===== src/rtl/core/lir_pkg.sv =====
// shared constants, types and codes of the linear interpolation resampler
package lir_pkg;

  // sample and phase formats
  localparam int SAMPLE_BITS   = 24;
  localparam int FRAC_BITS     = 16;
  localparam int PHASE_BITS    = FRAC_BITS + 3;
  localparam int GAIN_BITS     = 16;
  localparam int GAIN_FRAC     = 14;
  localparam int MAX_OUT       = 16;
  localparam int CNT_BITS      = $clog2(MAX_OUT + 1);

  // output queue
  localparam int OUT_DEPTH     = 8;
  localparam int PTR_BITS      = $clog2(OUT_DEPTH);
  localparam int FILL_BITS     = PTR_BITS + 1;

  // configuration port
  localparam int CFG_IDX_BITS  = 1;
  localparam int CFG_DATA_BITS = PHASE_BITS;

  typedef logic signed [SAMPLE_BITS-1:0] sample_t;
  typedef logic [PHASE_BITS-1:0]         phase_t;
  typedef logic [GAIN_BITS-1:0]          gain_t;

  localparam phase_t PHASE_ONE  = PHASE_BITS'(1) << FRAC_BITS;
  localparam phase_t PHASE_MAX  = {PHASE_BITS{1'b1}};
  localparam gain_t  GAIN_RESET = GAIN_BITS'(1) << GAIN_FRAC;

  // ratio counts as unity when 1000 * |ratio - 1.0| < 1.0
  localparam phase_t BYPASS_DEV_MAX = PHASE_BITS'(((1 << FRAC_BITS) - 1) / 1000);

  // register indexes
  typedef enum logic [CFG_IDX_BITS-1:0] {
    REG_PITCH_RATIO = 1'b0,
    REG_GAIN        = 1'b1
  } lir_reg_e;

  // sequencer states
  typedef enum logic [1:0] {
    ST_IDLE = 2'b01,
    ST_RUN  = 2'b10
  } lir_state_e;

  // control tag that travels beside the lane pipeline
  typedef struct packed {
    logic valid;
    logic last;
  } lir_tag_t;

  // one result item
  typedef struct packed {
    sample_t out_left;
    sample_t out_right;
    logic    last;
  } lir_res_t;

endpackage


===== src/rtl/core/lir_lane.sv =====
// one channel lane: interpolate between taps, apply gain, saturate
module lir_lane (
  input  logic                                clk_i,
  input  lir_pkg::sample_t                    prev_i,
  input  lir_pkg::sample_t                    cur_i,
  input  logic [lir_pkg::FRAC_BITS-1:0]       phase_i,
  input  lir_pkg::gain_t                      gain_i,
  output lir_pkg::sample_t                    res_o
);

  localparam int SW      = lir_pkg::SAMPLE_BITS;
  localparam int FB      = lir_pkg::FRAC_BITS;
  localparam int DIFF_W  = SW + 1;
  localparam int PROD_W  = DIFF_W + FB + 1;
  localparam int SUM_W   = PROD_W + 1;
  localparam int GPROD_W = SW + lir_pkg::GAIN_BITS + 1;
  localparam int RND_W   = GPROD_W + 1;
  localparam int Y_W     = RND_W - lir_pkg::GAIN_FRAC;

  localparam logic [SUM_W-1:0] INTERP_HALF = SUM_W'(1) << (FB - 1);
  localparam logic [RND_W-1:0] GAIN_HALF   = RND_W'(1) << (lir_pkg::GAIN_FRAC - 1);
  localparam lir_pkg::sample_t SAT_MAX     = {1'b0, {(SW-1){1'b1}}};
  localparam lir_pkg::sample_t SAT_MIN     = {1'b1, {(SW-1){1'b0}}};

  logic signed [DIFF_W-1:0]  diff;
  logic signed [PROD_W-1:0]  prod_a_d, prod_a_q;
  lir_pkg::sample_t          prev_a_q;
  logic [SUM_W-1:0]          base, sum;
  lir_pkg::sample_t          interp_b_d, interp_b_q;
  logic signed [GPROD_W-1:0] gprod_c_d, gprod_c_q;
  logic [RND_W-1:0]          rnd;
  logic [Y_W-1:0]            y;
  logic [Y_W-SW:0]           y_top;
  logic                      fits;

  // stage a: difference times phase
  assign diff     = {cur_i[SW-1], cur_i} - {prev_i[SW-1], prev_i};
  assign prod_a_d = diff * $signed({1'b0, phase_i});

  always_ff @(posedge clk_i) begin
    prod_a_q <= prod_a_d;
    prev_a_q <= prev_i;
  end

  // stage b: add scaled previous tap, round half up, drop fraction
  assign base = {{(SUM_W-SW-FB){prev_a_q[SW-1]}}, prev_a_q, {FB{1'b0}}};
  assign sum  = base + {prod_a_q[PROD_W-1], prod_a_q} + INTERP_HALF;
  assign interp_b_d = sum[FB +: SW];

  always_ff @(posedge clk_i) begin
    interp_b_q <= interp_b_d;
  end

  // stage c: gain product
  assign gprod_c_d = interp_b_q * $signed({1'b0, gain_i});

  always_ff @(posedge clk_i) begin
    gprod_c_q <= gprod_c_d;
  end

  // round, floor shift and saturate to the sample range
  assign rnd   = {gprod_c_q[GPROD_W-1], gprod_c_q} + GAIN_HALF;
  assign y     = rnd[RND_W-1:lir_pkg::GAIN_FRAC];
  assign y_top = y[Y_W-1:SW-1];
  assign fits  = (&y_top) | ~(|y_top);
  assign res_o = fits ? y[SW-1:0] : (y[Y_W-1] ? SAT_MIN : SAT_MAX);

endmodule


===== config.mk =====
export PLATFORM = sky130hd
export DESIGN_NAME = lir_lane
export DESIGN_NICKNAME = d
export VERILOG_FILES = /design/src/rtl/core/lir_pkg.sv /design/src/rtl/core/lir_lane.sv
export SDC_FILE = /design/constraint.sdc
export NUM_CORES = 2
export LEC_CHECK = 0
export BUFFER_PORTS_ARGS = -buffer_cell sky130_fd_sc_hd__buf_2
export CAP_MARGIN = 10
export CORE_ASPECT_RATIO = 1.75
export CORE_MARGIN = 1.5
export CORE_UTILIZATION = 24
export DETAILED_ROUTE_END_ITERATION = 12
export GPL_ROUTABILITY_DRIVEN = 0
export PLACE_DENSITY = 0.41
export SLEW_MARGIN = 10
export SYNTH_ARGS = -nofsm -noshare
export SYNTH_HDL_FRONTEND = slang
export SYNTH_SLANG_ARGS = --single-unit
export TNS_END_PERCENT = 20

===== constraint.sdc =====
create_clock -name clk_i -period 16.9 [get_ports clk_i]
set_clock_uncertainty 0.1 [all_clocks]
set_input_delay 0 -clock clk_i [delete_from_list [all_inputs] [get_ports clk_i]]
set_output_delay 0 -clock clk_i [all_outputs]
set_load 0.01 [all_outputs]

==> results.md <==
* Most used DFF post-synth: dfxtp_1
* Worst Tran Pin Value at 1.122 ns
* Arr. time, crit path at roughly 10 ns
* Top cell type's share of synthesized area at 0.4547
* CTS buffer count at 9
* Critical path startpoint category: input port
* Final Net Count at about 4800
* Slowest cell delay on critical path at 0.65 ns
* CTS H-tree lvls at 3
* Yosys warns at 0
* CTS Sinks at 101
* Most frequent cells in the layout: inv_1 (913), fa_1 (748), nand2_1 (485)
* Async SR Flop Fraction at 0
* CP max-delay cell: o21ai_0
* Syn Nets at 4787
* DRC at 0
* IO Port Bufs at 104
* CP endpoint: prod_a_q[38]$_DFF_P_
* Die Width at between 200 and 300 um
* CP Max Fanout at 18
* WP data required at roughly 17 ns
* Number of global-route vias before repair at 27220
* Status: finished clean
* Hold Fails Final Rpt at 0
* Area of the multi-input gates at 26920 um2
* Setup violators final at 0
* Mapped Cells at 3714
* CTS tree: done
* DP HPWL at 84.80 mm
* Clock Path Buffers at 2
* Reg2reg setup slack at 9.94 ns
* Final period utilization at 0.5840
* Synth Cell Area at 32930 um2
* Reg area at 2022 um2
* 1st-iter DRT viols at 755
* Most common cell after layout, fill and taps aside: inv_1
* Gr ovfl total at 0
* Synthesized area per cell at 8.868 um2
* Placeable Area at 136200 um2
* Reg2Reg Launch Point: interp_b_q[19]$_DFF_P_
* Largest net degree at the start of global routing at 38
* Number of max-cap violations at 0
* Worst r2r path cells at 20
* Leading area contributor after synthesis: fa_1
* Seq cells post-synth at 101
* Max-slew violation count at 0
* Worst r2r dst: gprod_c_q[31]$_DFF_P_
* Total routed wirelength at 101.8 mm
* Syn-to-layout area delta at 9.114%
* Tmin final at 9.870 ns
* Hold WS at between 0.1 and 0.15 ns
* Vias at 23860
* TritonRoute pass-1 iters at 4
* Row Count at 179
* Hold WC Path Type: input port to flop
* First-pass GRT wire length at between 150 and 200 mm
* Max Freq at 0.1013 GHz
* Finished Layout Cells at around 5500
* Placed Instances at 5495
* Vias per cell at 4.308
* Layout cell share with drive strength beyond 1 at 0.04940
* CP dominant cell by count: fa_1
* WHS Path Cells at 2
* Antenna violations before repair at 5
* Top post-synthesis cells by area: fa_1 (45%), inv_1 (10%), ha_1 (9.3%)
* GRT Total Usage at 0.1512
* Sequential share of the synthesized area at 0.06139
* Filler cells at 15010
* Antenna viol nets, final at 0
* Die Y at 493.0 um
* Initial core utilization at 0.2419
* Root Buffer: clkbuf_16
* Die Footprint at 139500 um2
* Setup WS pre-CTS at 7.089 ns
* Slack of the critical path at 7.030 ns
* Post-synth EDFFs at 0
* Max transition margin at 0.2521
* Io pins at ~110
* Setup TNS at 0 ns
* Beginning of the critical path: prev_i[1]
* Setup CP Type: input port to flop
* Wire per inst at 18.38 um
* Worst-path clk slew at approximately 0.09 ns
* Crit end category: flop
* Unrepaired setup endpoints after global routing: no
* Netlist cell types at 75
* Clk Latency, worst-skew pair at 0.42 ns
-- critical path, delay by kind of cell --
| kind | cells | cell delay, ns |
|---|---|---|
| compound gates | 10 | 3.42 |
| fa+ha+maj | 8 | 3.40 |
| simple gates | 7 | 2.20 |
| buf+inv | 7 | 0.90 |
| xor+xnor | 1 | 0.14 |
-- kinds of logic after synthesis --
logic type / Yosys count / share of synthesized area
AO/OA/AOI/OAI: 299 / 0.06143
XOR/XNOR: 135 / 0.03590
adder cells (fa/ha/maj): 997 / 0.5489
buffers and inverters: 1077 / 0.1233
flip-flops: 101 / 0.06139
multiplexers: 16 / 0.005395
AND/OR/NAND/NOR: 1089 / 0.1637
-- layer usage --
metal  up-vias  global-route usage  part of all wire
met2       321              0.3131              0.58
met1     12400              0.1520              0.36
met5         -                   0           0.00019
li1      11000                   -                 -
met3       134             0.01145             0.020
met4         4             0.06068             0.040
-- cells in the mapped netlist, drive strengths merged, types with 15 or more instances --
library cell and number:
xnor2 85, and3 28, nand3 66, dfxtp 101, ha 244, nor2b 30, nor2 61, o211ai 17
a21o 35, a211oi 15, nor3 25, o21a 15, nand2b 55, nand2 485, o21ai 58, fa 748
and2 296, inv 913, clkbuf 152, a21oi 70, xor2 50
-- what timing repair did --
action	CTS	global route
resized for setup	0	0
hold buffers	24	0
setup buffers	0	0
endpoints found under the hold margin	24	0
-- stage by stage --
| step | instance area (um2) | utilization |
|---|---|---|
| CTS | 35930 | 0.2638 |
| detailed placement | 35390 | 0.2599 |
| global placement | 35370 | 0.2597 |
| floorplan | 32930 | - |
| global route | 35930 | 0.2639 |
| finish | 35940 | 0.2639 |
-- final cells by class --
class                           count  area share
Clock inverter                      6    0.001776
Tap cell                         1810     0.06302
Sequential cell                   101     0.05627
Timing Repair Buffer              158     0.02737
Inverter                          914     0.09547
Clock buffer                       10    0.006650
Multi-Input combinational cell   2536      0.7492
Antenna cell                        3   0.0002089
-- sequential cells by signal, summed over array words and instances, names as in the netlist --
| register | flops |
|---|---|
| interp_b_q | 24 |
| prod_a_q | 25 |
| gprod_c_q | 28 |
| prev_a_q | 24 |
-- worst min-delay path by stage --
| stage | start | to |
|---|---|---|
| after floorplan | prev_i[0] | prev_a_q[0]$_DFF_P_ |
| after global placement | prev_i[9] | prev_a_q[9]$_DFF_P_ |
| after detailed placement | prev_i[8] | prev_a_q[8]$_DFF_P_ |
| after CTS | prev_i[0] | prev_a_q[0]$_DFF_P_ |
| after global routing | prev_i[0] | prev_a_q[0]$_DFF_P_ |
| final | prev_i[0] | prev_a_q[0]$_DFF_P_ |
Power is not shown: default switching activity piles up to over one toggle a cycle in this logic, so the estimate is an artifact.
