==> src/rtl/core/lir_pkg.sv <==
// shared constants, types and codes of the linear interpolation resampler
package lir_pkg;

  // sample and phase formats
  localparam int SAMPLE_BITS   = 24;
  localparam int FRAC_BITS     = 16;
  localparam int PHASE_BITS    = FRAC_BITS + 3;
  localparam int GAIN_BITS     = 16;
  localparam int GAIN_FRAC     = 14;
  localparam int MAX_OUT       = 16;
  localparam int CNT_BITS      = $clog2(MAX_OUT + 1);

  // output queue
  localparam int OUT_DEPTH     = 8;
  localparam int PTR_BITS      = $clog2(OUT_DEPTH);
  localparam int FILL_BITS     = PTR_BITS + 1;

  // configuration port
  localparam int CFG_IDX_BITS  = 1;
  localparam int CFG_DATA_BITS = PHASE_BITS;

  typedef logic signed [SAMPLE_BITS-1:0] sample_t;
  typedef logic [PHASE_BITS-1:0]         phase_t;
  typedef logic [GAIN_BITS-1:0]          gain_t;

  localparam phase_t PHASE_ONE  = PHASE_BITS'(1) << FRAC_BITS;
  localparam phase_t PHASE_MAX  = {PHASE_BITS{1'b1}};
  localparam gain_t  GAIN_RESET = GAIN_BITS'(1) << GAIN_FRAC;

  // ratio counts as unity when 1000 * |ratio - 1.0| < 1.0
  localparam phase_t BYPASS_DEV_MAX = PHASE_BITS'(((1 << FRAC_BITS) - 1) / 1000);

  // register indexes
  typedef enum logic [CFG_IDX_BITS-1:0] {
    REG_PITCH_RATIO = 1'b0,
    REG_GAIN        = 1'b1
  } lir_reg_e;

  // sequencer states
  typedef enum logic [1:0] {
    ST_IDLE = 2'b01,
    ST_RUN  = 2'b10
  } lir_state_e;

  // control tag that travels beside the lane pipeline
  typedef struct packed {
    logic valid;
    logic last;
  } lir_tag_t;

  // one result item
  typedef struct packed {
    sample_t out_left;
    sample_t out_right;
    logic    last;
  } lir_res_t;

endpackage

==> src/rtl/core/lir_out_if.sv <==
// output item channel: one gained stereo sample and its last flag
interface lir_out_if;
  logic             valid;
  logic             ready;
  lir_pkg::sample_t out_left;
  lir_pkg::sample_t out_right;
  logic             last;

  modport source (output valid, output out_left, output out_right, output last, input ready);
  modport sink   (input valid, input out_left, input out_right, input last, output ready);
endinterface

==> src/rtl/core/lir_merge.sv <==
// merges both lane results with the last flag into the output item queue
module lir_merge (
  input  logic                            clk_i,
  input  logic                            rst_ni,
  input  lir_pkg::lir_tag_t               tag_i,
  input  lir_pkg::sample_t                left_i,
  input  lir_pkg::sample_t                right_i,
  output logic [lir_pkg::FILL_BITS-1:0]   fill_o,
  lir_out_if.source                       out_o
);

  lir_pkg::lir_res_t                  mem_q [lir_pkg::OUT_DEPTH];
  logic [lir_pkg::PTR_BITS-1:0]       wr_ptr_q, rd_ptr_q;
  logic [lir_pkg::FILL_BITS-1:0]      fill_q;
  logic                               push, pop;
  lir_pkg::lir_res_t                  head;

  assign push = tag_i.valid;
  assign pop  = out_o.valid & out_o.ready;

  // queue storage
  always_ff @(posedge clk_i) begin
    if (push) begin
      mem_q[wr_ptr_q] <= '{out_left: left_i, out_right: right_i, last: tag_i.last};
    end
  end

  // pointers and fill count
  always_ff @(posedge clk_i or negedge rst_ni) begin
    if (!rst_ni) begin
      wr_ptr_q <= '0;
      rd_ptr_q <= '0;
      fill_q   <= '0;
    end else begin
      if (push) begin
        wr_ptr_q <= wr_ptr_q + 1'b1;
      end
      if (pop) begin
        rd_ptr_q <= rd_ptr_q + 1'b1;
      end
      case ({push, pop})
        2'b10:   fill_q <= fill_q + 1'b1;
        2'b01:   fill_q <= fill_q - 1'b1;
        default: fill_q <= fill_q;
      endcase
    end
  end

  // head of queue drives the output channel
  assign head            = mem_q[rd_ptr_q];
  assign out_o.valid     = (fill_q != '0);
  assign out_o.out_left  = head.out_left;
  assign out_o.out_right = head.out_right;
  assign out_o.last      = head.last;
  assign fill_o          = fill_q;

endmodule

==> src/flat_wrapper.sv <==
// flat-port wrapper written by rule: the top's interface ports become plain ports
module lir_merge_flat 
  (clk_i, rst_ni, tag_i, left_i, right_i, fill_o, out_o_valid, out_o_out_left, out_o_out_right, out_o_last, out_o_ready);
  lir_out_if out_o_i ();
  input  logic clk_i;
  input  logic rst_ni;
  input  lir_pkg::lir_tag_t tag_i;
  input  lir_pkg::sample_t left_i;
  input  lir_pkg::sample_t right_i;
  output logic [lir_pkg::FILL_BITS-1:0] fill_o;
  output wire logic [$bits(out_o_i.valid)-1:0] out_o_valid;
  output wire logic [$bits(out_o_i.out_left)-1:0] out_o_out_left;
  output wire logic [$bits(out_o_i.out_right)-1:0] out_o_out_right;
  output wire logic [$bits(out_o_i.last)-1:0] out_o_last;
  input wire logic [$bits(out_o_i.ready)-1:0] out_o_ready;
  assign out_o_valid = out_o_i.valid;
  assign out_o_out_left = out_o_i.out_left;
  assign out_o_out_right = out_o_i.out_right;
  assign out_o_last = out_o_i.last;
  assign out_o_i.ready = out_o_ready;
  lir_merge u_core (.clk_i(clk_i), .rst_ni(rst_ni), .tag_i(tag_i), .left_i(left_i), .right_i(right_i), .fill_o(fill_o), .out_o(out_o_i));
endmodule
==> config.mk <==
export PLATFORM = sky130hd
export DESIGN_NAME = lir_merge_flat
export DESIGN_NICKNAME = d
export VERILOG_FILES = /design/src/rtl/core/lir_pkg.sv /design/src/rtl/core/lir_out_if.sv /design/src/rtl/core/lir_merge.sv /design/src/flat_wrapper.sv
export SDC_FILE = /design/constraint.sdc
export NUM_CORES = 1
export LEC_CHECK = 0
export BUFFER_PORTS_ARGS = -buffer_cell sky130_fd_sc_hd__buf_2
export CORE_MARGIN = 4
export CORE_UTILIZATION = 56
export CTS_BUF_LIST = sky130_fd_sc_hd__clkbuf_4
export DETAILED_ROUTE_END_ITERATION = 10
export PLACE_DENSITY = 0.76
export RECOVER_POWER = 100
export SLEW_MARGIN = 20
export SYNTH_ARGS = -nofsm -noshare
export SYNTH_HDL_FRONTEND = slang
export SYNTH_SLANG_ARGS = --single-unit
==> constraint.sdc <==
create_clock -name clk_i -period 4.04 [get_ports clk_i]
set_input_delay 0.202 -clock clk_i [delete_from_list [all_inputs] [get_ports clk_i]]
set_output_delay 0.202 -clock clk_i [all_outputs]
set_load 0.01 [all_outputs]
==> out/results.tsv, run 1 <==
stage	metric	value	unit
status	status	finished, violations left	
status	failing checks	max-capacitance violations, max-slew violations	
sta	Final Setup Violations	0	
place	placed cell area	16340	um^2
job	MaxCap Viol Count	8	
grt	GRT Total Usage	19.79	%
routing	Routed Antenna Nets	0	
worst_setup_path	CP Max Fanout	61	
grt	global-route wire length before repair	45550	um
clock_tree	CTS Sinks	402	
clock_tree	post_cts resized	0	
place	GPL Wtd Cong	0.7054	
sta	Setup TNS Final	0	ns
sta	Final Max Tran Viols	140	
clock_tree	TritonCTS Buffers	95	
worst_setup_path	r2r setup slk	0.59	ns
synthesis	dominant cell type by area after synthesis	edfxtp_1	
sta	fin crit share	86.95	%
worst_setup_path	crit path launch	u_core.rd_ptr_q[1]$_DFFE_PN0N_	
synthesis	syn avg cell area	24.53	um^2
sta	final critical-path required period	3.513	ns
grt	grt ovf	0	
worst_setup_path	crit path capture	out_o_out_right[6]	
clock_tree	Max Root-Sink Buffers	3	
worst_setup_path	critical path class	reg2out	
power_and_ir_drop	power per cell area	701.8	nW/um^2
routing	drt wl/cell	22.72	um
routing	DRT Wirelength	29220	um
sta	Slew @ Worst Pin	2.571	ns
clock_tree	CTS H-tree depth	3	
grt	largest net degree at the start of global routing	62	
synthesis	top cells by area, synth	edfxtp_1 77%, mux4_2 14%, mux2_2 3.8%, dfrtp_1 1.6%, ha_1 0.41%	
clock_tree	TritonCTS clock tree	built	
power_and_ir_drop	VDD IR max	0.3473	mV
worst_setup_path	Setup crit end kind	primary output	
grt	gr busiest metal	met2	
cells_and_area	post-route cell area	17980	um^2
cells_and_area	Final Non-Filler Cells	1286	
grt	GR Util met3	4.241	%
place	I/O Buffers	106	
synthesis	syn nets	680	
worst_setup_path	worst path required time	3.84	ns
cells_and_area	area delta synth->final	17.81	%
routing	via count	7373	
die	Ports	107	
routing	Via density	5.733	
clock_tree	Hold Buf Count CTS	53	
sta	final hold viol count	0	
grt	grt met1 use	25.32	%
clock_tree	Worst-Skew Late Latency	0.72	ns
clock_tree	Post-CTS Setup Bufs	0	
routing	router iterations before antenna repair	5	
cells_and_area	Final #Nets	929	
place	cell total after placement	1062	
worst_setup_path	Worst Reg-to-Reg Cells	3	
sta	Peak Freq	284.7	MHz
sta	post-route setup slack	0.5272	ns
sta	RSZ-0062 raised after global routing	no	
die	die height	173.1	um
cells_and_area	Filler cells	1761	
cells_and_area	layout cells sized above 1	34.96	%
place	worst slack, placed	1.398	ns
synthesis	share of the synthesized area in the top cell type	77.14	%
grt	vias in the first global route	8194	
routing	Remaining DRCs	0	
worst_setup_path	Crit Reg-Reg Endpoint	u_core.mem_q[5][0]$_DFFE_PP_	
synthesis	yosys warns	0	
power_and_ir_drop	Lkg Pwr	0.005898	uW
die	Die ar.	29960	um^2
clock_tree	Clock transition at path regs	0.07	ns
worst_setup_path	R2R Path Start	u_core.wr_ptr_q[1]$_DFFE_PN0P_	
synthesis	Seq cells post-synth	402	
worst_hold_path	worst min-delay path class	in2reg	
sta	final clock skew	0.03659	ns
place	Post-DP HPWL	16360	um
synthesis	Post-Syn Area	15260	um^2
grt	initial antenna violation count	2	
die	Starting Density	56.78	%
clock_tree	Clock Tree Root	clkbuf_4	
die	site row count	60	
synthesis	sequential share of the synthesized area	78.78	%
worst_setup_path	crit path DAT	3.31	ns
die	core box area	26880	um^2
sta	Max-slew headroom	-72.00	%
die	Die Wd	173.1	um
synthesis	Gate Count Post-Synth	622	
grt	met2 GRT Util	34.11	%
worst_setup_path	Startpoint Class	flop	
synthesis	Synth cell types	23	
routing	drt initial violations	573	
## cell usage after synthesis, drive strengths merged
master / number
edfxtp: 392
mux4: 98
mux2: 52
buf: 14
clkbuf: 14
dfrtp: 10
nor2: 7
ha: 5
xor2: 5
nand2: 4
nand2b: 4
xnor2: 4
a21oi: 3
inv: 2
nor3: 2
a211o: 1
nand3: 1
nand3b: 1
nor3b: 1
nor4bb: 1
or4: 1
## worst max-delay path, stage by stage, from the launching register on
cell and delay, ns:
dfrtp_2 1.36, buf_12 0.34, mux4_2 0.36, mux2_1 0.34
buf_2 0.16
## worst min-delay path by stage
stage	from	to	slack [ns]	depth (start not counted)
6_report	tag_i[1]	u_core.wr_ptr_q[0]$_DFFE_PN0P_	0.34	3
5_1_grt	tag_i[1]	u_core.wr_ptr_q[0]$_DFFE_PN0P_	0.30	3
4_1_cts	right_i[10]	u_core.mem_q[5][11]$_DFFE_PP_	0.24	2
3_5_place_dp	rst_ni	u_core.fill_o[3]$_DFFE_PN0P_	0.08	1
3_3_place_gp	rst_ni	u_core.fill_o[3]$_DFFE_PN0P_	0.07	1
2_1_floorplan	rst_ni	u_core.fill_o[0]$_DFFE_PN0P_	-0.09	0
## final cells by class
class | count | area (um^2) | area share, %
tap | 341 | 426.7 | 2.373
inverter | 2 | 7.507 | 0.04176
clock buffer | 144 | 1081 | 6.013
multi-input combinational | 190 | 3090 | 17.19
timing repair buffer | 180 | 1111 | 6.180
clock inverter | 26 | 230.2 | 1.281
sequential | 402 | 12030 | 66.91
antenna | 1 | 2.502 | 0.01392
## stage by stage
stage                     power [uW]  util [%]  hold WS [ns]
after floorplan                 8170         -      -0.09359
after detailed placement        9450     60.81       0.07846
after global placement          9305     60.81       0.06686
after CTS                      12950     67.66        0.2445
final                          12620     66.89        0.3441
after global routing           13290     66.89        0.3045
## per-layer routing
metal | vias up | wire length, um
met2 | 236 | 15580
met5 | - | 7
li1 | 3203 | -
met3 | 47 | 1459
met4 | 2 | 480
met1 | 3885 | 11690
## cells in the final DEF, fill, tap and decap left out, drive strengths merged
| cell | count |
|---|---|
| nor3 | 2 |
| a211o | 1 |
| nor4bb | 1 |
| mux4 | 98 |
| nand3 | 1 |
| clkbuf | 243 |
| xnor2 | 4 |
| inv | 3 |
| clkinv | 20 |
| bufinv | 5 |
| xor2 | 5 |
| buf | 28 |
| edfxtp | 392 |
| nor2 | 7 |
| nand3b | 1 |
| dfrtp | 10 |
| nand2b | 4 |
| mux2 | 52 |
| diode | 1 |
| dlygate4sd3 | 53 |
| or4 | 1 |
| nand2 | 4 |
| nor3b | 1 |
| ha | 5 |
| a21oi | 3 |
## flip-flops by register name, indices dropped and copies added, names as in the netlist
signal	flops
u_core.mem_q	392
u_core.wr_ptr_q	3
u_core.rd_ptr_q	3
u_core.fill_o	4
## power by group
part	switching, uW	internal, uW	leakage (uW)
logic	1730	1780	0.00145
registers	428	5260	0.00367
clock network	1480	1940	0.000771
## logic make-up after synthesis
| group | Yosys count | share of synthesized area (%) |
|---|---|---|
| DFF | 402 | 78.78 |
| muxes | 150 | 18.30 |
| buffers and inverters | 30 | 1.091 |
| and+or+nand+nor | 22 | 0.7462 |
| xor gates and xnor gates | 9 | 0.5165 |
| adders and majority gates | 5 | 0.4100 |
| AOI/OAI and AO/OA | 4 | 0.1558 |
Note: power is estimated with default switching activity, not from simulation.
==> inputs of run 2 (changes only) <==
--- a/config.mk
+++ b/config.mk
@@ -6,8 +6,10 @@
 export NUM_CORES = 1
 export LEC_CHECK = 0
 export BUFFER_PORTS_ARGS = -buffer_cell sky130_fd_sc_hd__buf_2
+export CELL_PAD_IN_SITES_DETAIL_PLACEMENT = 1
+export CELL_PAD_IN_SITES_GLOBAL_PLACEMENT = 1
 export CORE_MARGIN = 4
-export CORE_UTILIZATION = 56
+export CORE_UTILIZATION = 50
 export CTS_BUF_LIST = sky130_fd_sc_hd__clkbuf_4
 export DETAILED_ROUTE_END_ITERATION = 10
 export PLACE_DENSITY = 0.76
==> run 2 against run 1 <==
Effect of this change:
- via count up 0.43%
- non-clock buffer count decreased by 6
- count of clock-buffer cells in the layout rose by 1
- critical path type is now reg2reg
- cell count up 3.1%
- combinational power grew 2%
- the flow still finishes with violations (max-capacitance violations, max-slew violations)
- power fell by 1.2%
- sequential share of layout area increased by 0.056 points
- first-iteration DRC count shrank 25%
- maximum frequency grew 3.2%
- clock skew is 0.0047 ns higher
==> out/results.tsv, run 2 (synthesis gave the netlist of run 1 again) <==
stage	metric	value	unit
status	status	finished, violations left	
status	failing checks	max-capacitance violations, max-slew violations	
sta	final critical-path required period	3.404	ns
sta	Slew @ Worst Pin	2.582	ns
die	core box area	29870	um^2
routing	DRT Wirelength	32610	um
place	cell total after placement	1105	
die	Ports	107	
worst_setup_path	Setup crit end kind	flop	
clock_tree	Post-CTS Setup Bufs	0	
sta	Setup TNS Final	0	ns
routing	drt initial violations	430	
cells_and_area	most frequent cells in the layout	392 x edfxtp_1, 145 x clkbuf_4, 98 x mux4_2	
clock_tree	TritonCTS clock tree	built	
sta	post-route setup slack	0.6362	ns
cells_and_area	area delta synth->final	17.74	%
worst_setup_path	Startpoint Class	flop	
worst_hold_path	Worst Hold Launch	tag_i[1]	
grt	global-route wire length before repair	50850	um
worst_hold_path	worst min-delay path class	in2reg	
cells_and_area	register with the most flip-flops	u_core.mem_q	
grt	initial antenna violation count	1	
clock_tree	Worst-Skew Late Latency	0.72	ns
place	GPL Wtd Cong	0.7077	
routing	router iterations before antenna repair	5	
sta	Max-slew headroom	-72.75	%
worst_setup_path	Crit Reg-Reg Endpoint	u_core.mem_q[2][22]$_DFFE_PP_	
cells_and_area	Final Non-Filler Cells	1326	
clock_tree	TritonCTS Buffers	99	
job	MaxCap Viol Count	9	
clock_tree	Hold Buf Count CTS	53	
worst_setup_path	worst path required time	4.37	ns
place	Post-DP HPWL	18190	um
place	worst slack, placed	1.344	ns
worst_setup_path	R2R Path Start	u_core.wr_ptr_q[1]$_DFFE_PN0P_	
routing	drt wl/cell	24.60	um
worst_hold_path	Hold Crit Endpoint	u_core.wr_ptr_q[0]$_DFFE_PN0P_	
grt	largest net degree at the start of global routing	61	
worst_setup_path	CP Max Fanout	20	
sta	Final Setup Violations	0	
grt	vias in the first global route	8589	
sta	hold slack final	0.3493	ns
cells_and_area	Filler cells	2581	
clock_tree	Clock transition at path regs	0.07	ns
sta	Final Max Tran Viols	187	
die	Die Wd	182.7	um
routing	Routed Antenna Nets	0	
clock_tree	CTS Sinks	402	
sta	Peak Freq	293.8	MHz
worst_setup_path	r2r setup slk	0.64	ns
worst_setup_path	critical path class	reg2reg	
worst_hold_path	hold depth	3	
die	Die ar.	33380	um^2
clock_tree	Max Root-Sink Buffers	3	
routing	Via density	5.584	
cells_and_area	Final #Nets	927	
sta	fin crit share	84.25	%
power_and_ir_drop	VDD IR max	0.3955	mV
routing	via count	7405	
cells_and_area	max reg flops	392	
worst_setup_path	Worst Reg-to-Reg Cells	3	
cells_and_area	commonest non-fill, non-tap cell in the layout	edfxtp_1	
routing	Remaining DRCs	0	
clock_tree	Clock Tree Root	clkbuf_4	
die	site row count	63	
worst_setup_path	crit path DAT	3.73	ns
grt	grt ovf	0	
grt	GRT Total Usage	20.36	%
power_and_ir_drop	Lkg Pwr	0.005843	uW
sta	final hold viol count	0	
die	die height	182.7	um
power_and_ir_drop	power per cell area	693.9	nW/um^2
sta	RSZ-0062 raised after global routing	no	
die	Starting Density	51.08	%
clock_tree	CTS H-tree depth	3	
clock_tree	post_cts resized	0	
place	I/O Buffers	106	
sta	final clock skew	0.04127	ns
cells_and_area	layout cells sized above 1	34.55	%
## run 2: metrics by stage
step,cell area [um^2],power [uW],util [%]
after CTS,18150,12820,60.76
after floorplan,15270,8170,-
after global routing,17970,13190,60.14
final,17970,12470,60.14
after detailed placement,16420,9551,54.96
after global placement,16420,9362,54.96
## run 2: worst max-delay path, stage by stage, from the launching register on
cell and delay [ns]:
dfrtp_1 0.41, nand2_1 0.13, nor3_1 1.65, clkbuf_2 0.80
## run 2: worst max-delay path by stage
stage | from | to | cells past startpoint
final | u_core.wr_ptr_q[1]$_DFFE_PN0P_ | u_core.mem_q[2][22]$_DFFE_PP_ | 3
after global routing | u_core.wr_ptr_q[1]$_DFFE_PN0P_ | u_core.mem_q[2][24]$_DFFE_PP_ | 3
after CTS | u_core.rd_ptr_q[0]$_DFFE_PN0N_ | out_o_out_right[9] | 4
after detailed placement | u_core.fill_o[1]$_DFFE_PN0P_ | u_core.fill_o[2]$_DFFE_PN0P_ | 10
after global placement | u_core.rd_ptr_q[0]$_DFFE_PN0N_ | out_o_out_right[9] | 4
after floorplan | u_core.wr_ptr_q[0]$_DFFE_PN0P_ | u_core.mem_q[4][0]$_DFFE_PP_ | 2
## run 2: final cells by class
| cell class | instances | area, um^2 | share of cell area [%] |
|---|---|---|---|
| clock inverter | 22 | 112.6 | 0.6268 |
| inverter | 2 | 7.507 | 0.04179 |
| sequential | 402 | 12030 | 66.96 |
| timing repair buffer | 174 | 1165 | 6.484 |
| clock buffer | 145 | 1089 | 6.059 |
| tap | 390 | 488.0 | 2.716 |
| antenna | 1 | 2.502 | 0.01393 |
| multi-input combinational | 190 | 3072 | 17.10 |
## run 2: power breakdown
part / switching (uW) / leakage, uW / total (uW) / internal [uW]
Clock: 1540 / 0.000715 / 3170 / 1640
Sequential: 462 / 0.00367 / 5730 / 5260
Combinational: 1780 / 0.00145 / 3570 / 1780
## run 2: metal layers
| metal | part of all wire, % | GRT usage [%] | wire length, um | vias to the layer above |
|---|---|---|---|---|
| li1 | - | - | - | 3200 |
| met1 | 41 | 26.24 | 13500 | 3927 |
| met2 | 51 | 34.69 | 16790 | 222 |
| met3 | 4.9 | 4.126 | 1605 | 56 |
| met4 | 2.2 | 7.445 | 718 | 0 |
| met5 | 0 | 0 | 0 | - |
